$ cat src/sv/mtpm_pkg.sv
// ----------------------------------------------------------------------------
// mtpm_pkg: shared types and constants
// Sizes, memory word layouts, item classes and sequencer states for the
// three-level 8-8-8 multibit trie prefix match core.
// ----------------------------------------------------------------------------
package mtpm_pkg;

  // Sizing constants.
  localparam int ID_BITS     = 16;
  localparam int L2_NODES    = 256;
  localparam int L3_NODES    = 1024;
  localparam int STRIDE      = 8;
  localparam int FANOUT      = 256;
  localparam int ADDR_W      = 24;
  localparam int LEN_W       = 5;
  localparam int OUT_ID_W    = 16;
  localparam int STATUS_W    = 2;
  localparam int MAX_LEN     = 24;

  localparam int L2_IDX_W    = (L2_NODES > 1) ? $clog2(L2_NODES) : 1;
  localparam int L3_IDX_W    = (L3_NODES > 1) ? $clog2(L3_NODES) : 1;
  localparam int L2_CNT_W    = $clog2(L2_NODES + 1);
  localparam int L3_CNT_W    = $clog2(L3_NODES + 1);
  localparam int L2_DEPTH    = L2_NODES * FANOUT;
  localparam int L3_DEPTH    = L3_NODES * FANOUT;

  // Status codes.
  localparam logic [STATUS_W-1:0] STATUS_OK      = 2'd0;
  localparam logic [STATUS_W-1:0] STATUS_L2_FULL = 2'd1;
  localparam logic [STATUS_W-1:0] STATUS_L3_FULL = 2'd2;

  typedef logic [STRIDE-1:0]   idx_t;
  typedef logic [ID_BITS-1:0]  id_t;
  typedef logic [LEN_W-1:0]    len_t;
  typedef logic [L2_IDX_W-1:0] l2_node_t;
  typedef logic [L3_IDX_W-1:0] l3_node_t;

  // Item classes decided by the front end.
  typedef enum logic [2:0] {
    K_LOOKUP,
    K_NOP,
    K_L1,
    K_L2,
    K_L3
  } kind_t;

  // Classified item carried through the queue.
  typedef struct packed {
    kind_t                kind;
    logic [ADDR_W-1:0]    address;
    len_t                 len;
    id_t                  id;
    idx_t                 mask;
  } item_t;

  // Memory word layouts.
  typedef struct packed {
    logic     valid;
    id_t      id;
    len_t     len;
    logic     has_child;
    l2_node_t child;
  } l1_word_t;

  typedef struct packed {
    logic     valid;
    id_t      id;
    len_t     len;
    logic     has_child;
    l3_node_t child;
  } l2_word_t;

  typedef struct packed {
    logic valid;
    id_t  id;
    len_t len;
  } l3_word_t;

  // Sequencer states of the back end.
  typedef enum logic [3:0] {
    S_IDLE,
    S_START,
    S_LK2,
    S_LK3,
    S_LK4,
    S_IN2,
    S_IN3,
    S_CLR2,
    S_ALLOC3,
    S_CLR3,
    S_EXP_RD,
    S_EXP_WR,
    S_DONE,
    S_INIT
  } state_t;

endpackage

$ cat src/sv/mtpm_front.sv
// ----------------------------------------------------------------------------
// mtpm_front: input stage and item queue
// Accepts input transfers, classifies each item by operation and trie level,
// computes its expansion mask and holds it in a two-entry queue.
// ----------------------------------------------------------------------------
module mtpm_front (
  input  logic                          clk,
  input  logic                          rst,
  input  logic                          in_valid,
  output logic                          in_ready,
  input  logic                          mode,
  input  logic [mtpm_pkg::ADDR_W-1:0]   address,
  input  logic [mtpm_pkg::LEN_W-1:0]    prefix_length,
  input  logic [15:0]                   prefix_id,
  output logic                          q_valid,
  input  logic                          q_ready,
  output mtpm_pkg::item_t               q_item
);

  mtpm_pkg::item_t fifo [2];
  logic            wr_ptr;
  logic            rd_ptr;
  logic [1:0]      count;
  mtpm_pkg::item_t item_new;
  logic [3:0]      span_bits;
  logic            push;
  logic            pop;

  // Classify the incoming item and derive the span of entries it covers.
  always_comb begin
    span_bits     = 4'd0;
    item_new.kind = mtpm_pkg::K_LOOKUP;
    if (!mode) begin
      if (prefix_length > mtpm_pkg::LEN_W'(mtpm_pkg::MAX_LEN)) begin
        item_new.kind = mtpm_pkg::K_NOP;
      end else if (prefix_length <= mtpm_pkg::LEN_W'(8)) begin
        item_new.kind = mtpm_pkg::K_L1;
        span_bits     = 4'(mtpm_pkg::LEN_W'(8) - prefix_length);
      end else if (prefix_length <= mtpm_pkg::LEN_W'(16)) begin
        item_new.kind = mtpm_pkg::K_L2;
        span_bits     = 4'(mtpm_pkg::LEN_W'(16) - prefix_length);
      end else begin
        item_new.kind = mtpm_pkg::K_L3;
        span_bits     = 4'(mtpm_pkg::LEN_W'(24) - prefix_length);
      end
    end
    item_new.address = address;
    item_new.len     = prefix_length;
    item_new.id      = mtpm_pkg::ID_BITS'(prefix_id);
    item_new.mask    = 8'((9'd1 << span_bits) - 9'd1);
  end

  assign in_ready = (count != 2'd2);
  assign q_valid  = (count != 2'd0);
  assign q_item   = fifo[rd_ptr];
  assign push     = in_valid && in_ready;
  assign pop      = q_valid && q_ready;

  // Queue storage.
  always_ff @(posedge clk) begin
    if (push) begin
      fifo[wr_ptr] <= item_new;
    end
  end

  // Queue pointers and fill count.
  always_ff @(posedge clk) begin
    if (rst) begin
      wr_ptr <= 1'b0;
      rd_ptr <= 1'b0;
      count  <= 2'd0;
    end else begin
      if (push) begin
        wr_ptr <= ~wr_ptr;
      end
      if (pop) begin
        rd_ptr <= ~rd_ptr;
      end
      count <= count + 2'(push) - 2'(pop);
    end
  end

endmodule

$ cat config.mk
export PLATFORM = sky130hd
export DESIGN_NAME = mtpm_front
export DESIGN_NICKNAME = d
export VERILOG_FILES = /design/src/sv/mtpm_pkg.sv /design/src/sv/mtpm_front.sv
export SDC_FILE = /design/constraint.sdc
export NUM_CORES = 1
export LEC_CHECK = 0
export ABC_CLOCK_PERIOD_IN_PS = 4230
export BUFFER_PORTS_ARGS = -buffer_cell sky130_fd_sc_hd__clkbuf_2
export CAP_MARGIN = 5
export CORE_MARGIN = 10
export CORE_UTILIZATION = 53
export DETAILED_ROUTE_END_ITERATION = 12
export GPL_TIMING_DRIVEN = 0
export PLACE_DENSITY = 0.79
export SKIP_LAST_GASP = 1
export SYNTH_ARGS = -nofsm -noshare
export SYNTH_HDL_FRONTEND = slang
export SYNTH_SLANG_ARGS = --single-unit
$ cat constraint.sdc
create_clock -name clk -period 4.23 [get_ports clk]
set_input_delay 0.2115 -clock clk [delete_from_list [all_inputs] [get_ports clk]]
set_output_delay 0.2115 -clock clk [all_outputs]
set_load 0.02 [all_outputs]
Word level (Yosys, flattened, before mapping)
Memory sizes are Yosys's and may differ from the RTL's. A register that Yosys moved wholly into a read port is not among the register bits.
Cells that the tools add are included.
{"block": "classes", "shift": 1, "n_lt_le_gt_ge": 3, "n_eq_ne": 1, "addsub": 6, "muxes": 12, "n_reduce_logical": 3, "n_bitwise": 2}
{"operator": "4-bit 2-to-1 mux", "count": 4}
{"operator": "3-bit 2-to-1 mux", "count": 4}
{"operator": "1-bit by 4-bit << shifter with 8-bit output (first input constant)", "count": 1}
{"operator": "4-bit subtractor (first input constant)", "count": 2}
{"operator": "8-bit by 1-bit subtractor with 8-bit output (second input constant)", "count": 1}
{"operator": "5-bit > comparator (second input constant)", "count": 1}
{"operator": "5-bit by 4-bit <= comparator with 1-bit output (second input constant)", "count": 1}
{"operator": "5-bit <= comparator (second input constant)", "count": 1}
{"operator": "1-bit 2-to-1 mux", "count": 4}
{"operator": "1-bit by 4-bit subtractor with 4-bit output (first input constant)", "count": 1}
{"operator": "2-bit by 1-bit adder with 2-bit output", "count": 1}
{"operator": "1-bit logical AND", "count": 2}
{"operator": "2-bit inequality test (second input constant)", "count": 1}
{"operator": "1-bit NOT", "count": 2}
{"operator": "2-bit nonzero test", "count": 1}
{"operator": "2-bit by 1-bit subtractor with 2-bit output", "count": 1}
{"block": "word_totals", "inputBits": 50, "mem_bits_rw": 112, "register_bits": 4, "wordCells": 32, "out_inout_bits": 58, "memories": 1}
{"memory": "fifo", "words": 2, "width": 56, "read_ports": 1, "rd_clocked_by_memory_dff": 1, "wr": 1, "line": "mtpm_front.sv:20", "rtl": "mtpm_pkg::item_t fifo [2];"}

Longest topological paths before layout
Gate-level depths: netlist of the first run.
{"block": "depth", "depth_word": 7, "depth_mapped": 13, "mapped_depth_nobuf": 12}

Worst setup path before layout of the first run
Ideal clock, no wire load.
{"block": "synth_timing", "path_kind": "reg-to-reg", "from": "register count[0]", "to": "memory fifo[0][0] (netlist bit), enable pin", "stages_incl_launch_ff": 4, "period_less_slack_ns": 3.547, "t_arrival_ns": 3.077, "t_required_ns": 3.760, "n_path_buf": 0, "setup_time_ns": 0.470, "slack_ns": 0.683, "path_cell_list": "dfxtp_1 -> nand2b_1 -> nand2_1 -> nor2_1"}
{"block": "synth_between", "elab_chain_cells": 4}
{"item": "start, declared", "line": "mtpm_front.sv:23", "rtl": "logic [1:0] count;"}
{"item": "start signal, assigned", "line": "mtpm_front.sv:79", "rtl": "count <= count + 2'(push) - 2'(pop);"}
{"item": "2-bit inequality test", "line": "mtpm_front.sv:53", "rtl": "assign in_ready = (count != 2'd2);"}
{"item": "named net in_ready", "line": "mtpm_front.sv:10", "rtl": "output logic in_ready,"}
{"item": "1-bit logical AND", "line": "mtpm_front.sv:56", "rtl": "assign push = in_valid && in_ready;"}
{"item": "1-bit 2-to-1 mux", "line": "mtpm_front.sv:61", "rtl": "if (push) begin"}
{"item": "1-bit 2-to-1 mux (implied by the code)", "line": "mtpm_front.sv:62", "rtl": "fifo[wr_ptr] <= item_new;"}
{"item": "end, declared", "line": "mtpm_front.sv:20"}
The timed path passes the listed nets, and every way through them passes these cells.

==> results of run 1 <==
[worst max-delay path, stage by stage]
cell and delay [ns]:
dlygate4sd3_1 0.54, clkbuf_2 0.13, buf_6 0.14, inv_1 0.11
ha_1 0.32, nor4b_1 0.41, o21ai_1 0.15, o211ai_2 0.14
inv_2 0.08, or4_1 0.47, ha_1 0.28, inv_1 0.14
nand2_1 0.05, or4_1 0.40, nand3_1 0.12
[per-stage QoR]
step	TNS (ns)	utilization [%]	area, um2	total power [mW]	hold WS [ns]
finish	0	74.8	6420	3.95	0.0521
global route	0	74.8	6420	4.13	0.0171
global placement	-23.78	61.7	5300	2.50	0.401
floorplan	0	-	4630	2.21	0.283
detailed placement	0	62.6	5380	2.55	0.405
CTS	0	74.8	6420	3.99	0.00532
[final cells by class]
| class | count | area share (%) |
|---|---|---|
| sequential | 117 | 53.9 |
| multi-input combinational | 120 | 16.8 |
| timing repair buffer | 155 | 16.4 |
| inverter | 9 | 0.526 |
| clock inverter | 15 | 2.80 |
| clock buffer | 17 | 6.45 |
| buffer | 10 | 1.01 |
| tap | 108 | 2.10 |
[sequential cells by signal, indices dropped and copies added (netlist names), named ones only]
| signal | flops |
|---|---|
| fifo | 112 |
| count | 2 |
| rd_ptr | 1 |
| wr_ptr | 1 |
[placed cells by master (no fill, tap or decap), types with 3 or more instances in the layout]
cell / Yosys / layout
a21oi_1: 5 / 5
buf_2: 4 / 4
buf_6: 3 / 3
bufinv_16: 0 / 3
clkbuf_1: 3 / 3
clkbuf_16: 0 / 16
clkbuf_2: 0 / 107
clkinv_4: 0 / 5
dfxtp_1: 5 / 5
dlygate4sd3_1: 0 / 45
edfxtp_1: 112 / 112
ha_1: 4 / 4
inv_1: 8 / 8
mux2_2: 56 / 56
nand2_1: 6 / 6
nand2b_1: 3 / 3
nand3_1: 3 / 3
nor2_1: 11 / 10
o21ai_0: 3 / 3
xnor2_1: 3 / 3
[cells by family after synthesis]
| group | after synthesis |
|---|---|
| adders and majority gates | 4 |
| xor gates and xnor gates | 5 |
| muxes | 57 |
| DFF | 117 |
| buffers and inverters | 19 |
| AOI/OAI and AO/OA | 19 |
| and+or+nand+nor | 35 |
[worst max path at each step]
| stage | depth (start not counted) | start | end | slack, ns |
|---|---|---|---|---|
| 5_1_grt | 15 | prefix_length[0] | fifo[1][6] | 0.62 |
| 3_3_place_gp | 3 | count[0] | fifo[0][19] | -0.43 |
| 3_5_place_dp | 14 | prefix_length[0] | fifo[0][6] | 1.18 |
| 6_report | 15 | prefix_length[0] | fifo[0][6] | 0.87 |
| 2_1_floorplan | 3 | count[0] | fifo[0][0] | 0.68 |
| 4_1_cts | 15 | prefix_length[0] | fifo[0][6] | 1.02 |
[where the power goes]
part	leakage, nW	switching, mW	internal [mW]	total, mW
registers	1.09	0.0433	1.48	1.52
logic	1.13	0.610	0.421	1.03
clock network	0.286	0.499	0.899	1.40
total	2.51	1.15	2.80	3.95
[routing by layer]
layer | GRT usage [%] | part of all wire (%)
met2 | 27.1 | 54
met5 | 0 | 0
met3 | 4.62 | 5.2
met4 | 5.84 | 0.90
met1 | 16.6 | 40
==> results.env, run 1 <==
RRSETUPSLACK_NS=2.41
CLOCK_SINK_COUNT=117
FINALCRITPERIODSHARE_PCT=79.4
IO_PINS=108
FINAL_NETS=484
RR_ENDPOINT='fifo[1][44]'
POST_SYNTHESIS_CELL_TYPE_COUNT=38
POST_CTS_SETUP_REPAIR_BUFFER_COUNT=0
SYNTHCELLS=256
CTS_TREE='done'
HOLDPATHEND='fifo[0][25]'
DIE_AREA_UM2=12900
CRIT_REQUIRED_NS=4.59
RSZ0062_AT_GRT='false'
MINIMUM_CLOCK_PERIOD_AFTER_LAYOUT_NS=3.36
REGISTER_AREA_UM2=3460
POWER_DENSITY_nW_PER_UM2=615
SYNTHESIS.NETS=310
FINAL_CELL_COUNT_NO_FILL=551
SYNTH_COMMONEST_CELLS='edfxtp_1 (112), mux2_2 (56), nor2_1 (11)'
NUMBER_OF_DRC_VIOLATIONS_AFTER_DETAILED_ROUTING=0
NUMBER_OF_ANTENNA_VIOLATIONS_AT_THE_FIRST_CHECK_IN_GLOBAL_ROUTING=0
WHS_PATH_DEPTH=1
WORST_SLACK_NS=0.872
PEAKVDDDROP_uV=438
VIA_PER_INST=5.11
SYNTH_AREA_LEADERS='edfxtp_1 (73%), mux2_2 (14%), dfxtp_1 (2.2%)'
SYNTHARSTFLOPSHARE_PCT=0
WORST_HOLD_PATH_STARTPOINT='prefix_length[1]'
HOLD_PATH.CLASS='in -> reg'
DR_TOTAL_VIAS=2817
DIE_W_UM=113
CTS_BUFFER_DEPTH=2
SLEW_VIOL_FINAL=0
MAXCAPVIOLCOUNT=0
GRT_PASS1_WL_UM=15600
YOSYSTOPAREACELL='edfxtp_1'
POST_CTS_HOLD_BUFFER_COUNT=45
FINALHOLDVIOLATIONS=0
POST-SYNTH-TOP-AREA-FRACTION_PCT=72.6
DETAILEDPLACEMENTHPWL_UM=6350
POST_SYNTH_FA_HA_MAJ_AREA_FRACTION_PCT=1.08
CLK_LATENCY_NS=0.50
FIRST_ITER_VIOLATIONS=220
POST_CTS_RESIZED=0
DIE_Y_UM=113
MAX_CLK_RATE_MHz=298
ROWS=34
FINAL_LAYOUT_SIZE_SUFFIX_GT1_SHARE_PCT=48.3
CP-END-KIND='register'
GRT.TOTAL_USAGE_PCT=15.3
CLK_SKEW_NS=0.00505
WORSTMARGINPINSLEW_NS=0.825
ROUTED_WIRELENGTH_UM=9700
DRTPASS1ITERATIONS=4
AREA_GROWTH_FROM_SYNTHESIS_TO_LAYOUT_PCT=38.7
SYNTH-SEQ-AREA-SHARE_PCT=74.8
LEAKAGEPOWER_nW=2.51
DPL.CELL_COUNT=474
CRIT_PATH_MAX_FANOUT=9
GRT_TOTAL_OVFL=0
CRITPATHLAUNCHTYPE='input port'
YOSYS_WARNINGS=0
GRT_MAX_DEGREE=33
STATUS='finished clean'
SYNTH-COMPOUND-AREA-SHARE_PCT=3.11
ANTENNA_LEFT=0
YS_SEQ_ELEMENTS=117
CORE_REGION_AREA_UM2=8590
WORSTSETUPPATHTYPE='in -> reg'
PORT_BUFFERS=107
SYNTH_SIMPLE_GATE_AREA_SHARE_PCT=4.13
INITIAL_UTILIZATION_PCT=53.9
MUXSHAREOFSYNTHAREA_PCT=13.8
NUMBER_OF_BUFFERS_INSERTED_DURING_CLOCK_TREE_SYNTHESIS=17
LARGEST_FAMILY_OF_LOGIC_CELLS_BY_SYNTHESIZED_AREA='multiplexers'
SYNTH_FF_TYPE='edfxtp_1'
SYN_AVG_CELL_AREA_UM2=18.1
FINALWEIGHTEDCONGESTION=0.755
MOST_FREQUENT_CELL_AFTER_SYNTHESIS='edfxtp_1'
DIODES=0
DPL_WORST_SLACK_NS=1.18
FILLCELLCOUNT=568
CRITICAL_PATH.REG2REG.STARTPOINT='count[0]'
SETUP-VIOLATIONS-FINAL=0
CRITICAL_PATH_ARRIVAL_NS=3.71
SYNTH_ENABLE_FLOP_CELLS=112
XOR_AND_XNOR_AREA_SHARE_AFTER_SYNTHESIS_PCT=0.945
MULTIINPUTGATEAREA_UM2=1080
MAX-SLEW-MARGIN-REL_PCT=45.0
ROOT_BUFFER='clkbuf_8'
TIMING.REG2REG.WORST_PATH_DEPTH=3
SYNTH_AREA_UM2=4630
COUNT_OF_H_TREE_LEVELS_BUILT_DURING_CTS=4
FIRST_GLOBAL_VIAS=3064
AVERAGE_WIRE_LENGTH_PER_CELL_AFTER_DETAIL_ROUTING_UM=17.6
WORST_SETUP_HOLD_PATH_CLK_SLEW_NS=0.05
(Power assumes the default switching activity.)
==> inputs of run 2 (changes only) <==
- ABC_CLOCK_PERIOD_IN_PS: 4230 -> 3000
- CORE_UTILIZATION: 53 -> 48
- PLACE_DENSITY: 0.79 -> 0.75
- clock period: 4.23 -> 3 ns (I/O delays scaled with it)
==> results.env, run 2 (synthesis results as in run 1) <==
STATUS='finished clean'
INITIAL_UTILIZATION_PCT=49.7  # -4.2 points
DIODES=0  # unchanged
WORST_SETUP_HOLD_PATH_CLK_SLEW_NS=0.06  # about the same
CLK_SKEW_NS=0.00610  # +0.00105 ns
NUMBER_OF_BUFFERS_INSERTED_DURING_CLOCK_TREE_SYNTHESIS=17  # unchanged
CRIT_PATH_MAX_FANOUT=8  # -1
CLK_LATENCY_NS=0.50  # about the same
PEAKVDDDROP_uV=504  # +15%
FINAL_LAYOUT_SIZE_SUFFIX_GT1_SHARE_PCT=48.9  # +0.57 points
SETUP.WORST_PATH.END='fifo[0][6]'
CTS_BUFFER_DEPTH=2  # unchanged
POST-ROUTE-UTIL_PCT=70.0  # -4.8 points
ROOT_BUFFER='clkbuf_8'
FINALHOLDVIOLATIONS=0  # unchanged
LARGEST_REGISTER_FFS=112  # unchanged
DIE_W_UM=118  # +4.2%
TIMING.CRITICAL_PATH.CELLS='dlygate4sd3_1, clkbuf_2, inv_1, ha_2, nor4b_2, o21ai_1, o211ai_2, inv_2, or4_1, ha_2, inv_1, nand2_1, or4_1, nand3_1'
MAX-SLEW-MARGIN-REL_PCT=61.8  # +17 points
FIRST_GLOBAL_VIAS=3131  # +2.2%
DIE_Y_UM=118  # +4.2%
NUMBER_OF_ANTENNA_VIOLATIONS_AT_THE_FIRST_CHECK_IN_GLOBAL_ROUTING=0  # unchanged
VIA_PER_INST=4.86  # -4.9%
DIE_AREA_UM2=14000  # +8.5%
WORST_SLACK_NS=0.136  # -0.736 ns
MOSTFREQUENTLAYOUTCELLS='edfxtp_1 (112), clkbuf_2 (107), mux2_2 (56)'
GRT_PASS1_WL_UM=16300  # +4.2%
CTS_TREE='done'
GRT_TOTAL_OVFL=0  # unchanged
MINIMUM_CLOCK_PERIOD_AFTER_LAYOUT_NS=2.86
PORT_BUFFERS=107  # unchanged
WORSTSETUPPATHTYPE='in -> reg'
AREA_GROWTH_FROM_SYNTHESIS_TO_LAYOUT_PCT=40.9
TIMING.REG2REG.WORST_PATH_DEPTH=5  # +2
DR_TOTAL_VIAS=2787  # -1.1%
HOLD_PATH.CLASS='in -> reg'
ROUTED_WIRELENGTH_UM=9920  # +2.3%
SLEW_VIOL_FINAL=0  # unchanged
GRT.TOTAL_USAGE_PCT=14.6  # -0.69 points
CRITICAL_PATH.REG2REG.STARTPOINT='count[0]'
NUMBER_OF_DRC_VIOLATIONS_AFTER_DETAILED_ROUTING=0  # unchanged
ROWS=35  # +2.9%
DPL_WORST_SLACK_NS=0.00961  # -1.17 ns
CP-END-KIND='register'
CELL_FAMILY_CONTRIBUTING_THE_MOST_DELAY_ON_THE_CRITICAL_PATH='simple AND/OR/NAND/NOR gates'
REGMOSTFLOPS='fifo'
GRT_MAX_DEGREE=40  # +21%
TIMING.CRITICAL_PATH.SLOWEST_STAGE_CELL='dlygate4sd3_1'
TIMING.CRITICAL_PATH.FROM='prefix_length[1]'
CRITPATHLAUNCHTYPE='input port'
WORSTPATHBUFFERINVERTERCOUNT=5  # -1
AVERAGE_WIRE_LENGTH_PER_CELL_AFTER_DETAIL_ROUTING_UM=17.3  # -1.6%
RR_ENDPOINT='fifo[0][15]'
CRIT_REQUIRED_NS=3.35  # -1.24 ns
ANTENNA_LEFT=0  # unchanged
LEAKAGEPOWER_nW=2.54  # +1.2%
COUNT_OF_H_TREE_LEVELS_BUILT_DURING_CTS=4  # unchanged
DETAILEDPLACEMENTHPWL_UM=6260  # -1.5%
CRITICAL_PATH_DEPTH=14  # -1
MAXCAPVIOLCOUNT=0  # unchanged
CPPEAKSTAGEDELAY_NS=0.54  # about the same
FINAL_COMMON_CELL='edfxtp_1'
WHS_PATH_DEPTH=2  # +1
CRITICAL_PATH_ARRIVAL_NS=3.22  # -0.49 ns
IO_PINS=108  # unchanged
CORE_REGION_AREA_UM2=9330  # +8.5%
LARGEST_REGISTERS='fifo (112), count (2)'
POWER_DENSITY_nW_PER_UM2=885  # +44%
WORSTMARGINPINSLEW_NS=0.574  # -0.251 ns
FINALCRITPERIODSHARE_PCT=95.5
FILLCELLCOUNT=620  # +9.2%
SETUP-VIOLATIONS-FINAL=0  # unchanged
FIRST_ITER_VIOLATIONS=239  # +8.6%
CLOCK_SINK_COUNT=117  # unchanged
FINAL_NETS=485  # +0.21%
RRSETUPSLACK_NS=1.14  # -1.27 ns
DRTPASS1ITERATIONS=4  # unchanged
MAX_CLK_RATE_MHz=349
FINALWEIGHTEDCONGESTION=0.724  # -4.1%
==> run 2: cell count changes in the layout (fill, tap and decap cells not counted) <==
cell / delta
buf_12: -1
clkinv_4: -1
ha_2: +2
clkbuf_1: +1
bufinv_16: +2
ha_1: -2
clkinv_1: -1
inv_6: +1
nor4b_1: -1
dlygate4sd3_1: +1
buf_16: +1
clkinvlp_4: -1
clkinv_2: -1
nor4b_2: +1
==> run 2: worst min path at each step <==
stage                     slack [ns]           from          end
after floorplan                 0.22            rst     count[0]
after detailed placement        0.34   prefix_id[7]  fifo[0][15]
final                           0.05           mode  fifo[1][54]
after CTS                       0.02           mode  fifo[1][54]
after global routing            0.05           mode  fifo[1][54]
after global placement          0.34  prefix_id[14]  fifo[1][22]
==> run 2: worst reg2reg max path, delay by kind of cell, from the launching register on <==
kind	cells	cell delay (ns)
buf+inv	2	0.43
simple gates	3	0.77
flops	1	0.34
==> run 2: routing by layer <==
metal / up-vias / GRT usage (%) / routed length, um
met2: 92 / 24.9 / 5160
met4: 0 / 6.34 / 157
li1: 1347 / - / -
met5: - / 0 / 0
met3: 13 / 4.71 / 600
met1: 1335 / 16.3 / 4010
==> run 2: what timing repair did <==
action | 4_1_cts | 5_1_grt
endpoints found under the hold margin | 95 | 0
hold buffers | 46 | 0
resized for setup | 0 | 3
setup endpoints to repair | 0 | 4
setup buffers | 0 | 0
==> run 2: area by class of cell <==
class / count / area [um2] / area share [%]
plain buffers: 10 / 65.1 / 0.997
clock inverters: 14 / 224 / 3.43
well taps: 129 / 161 / 2.47
multi-input cells: 120 / 1090 / 16.7
inverters: 9 / 33.8 / 0.518
flip-flops and latches: 117 / 3460 / 53.1
repair buffers: 156 / 1070 / 16.4
clock buffers: 18 / 418 / 6.40
==> run 2: metrics by stage <==
step	power [mW]	area, um2	instances	hold slack (ns)	setup TNS [ns]
6_report	5.78	6530	573	0.0471	0
2_1_floorplan	3.11	4630	256	0.222	0
3_3_place_gp	3.53	5330	492	0.339	-13.39
4_1_cts	5.84	6520	573	0.0232	0
3_5_place_dp	3.61	5410	495	0.343	0
5_1_grt	6.05	6530	573	0.0465	-0.0726
==> run 2: power breakdown <==
| group | switching, mW | total (mW) | internal, mW |
|---|---|---|---|
| clock network | 0.718 | 2.16 | 1.44 |
| logic | 0.870 | 1.47 | 0.601 |
| registers | 0.0621 | 2.15 | 2.08 |
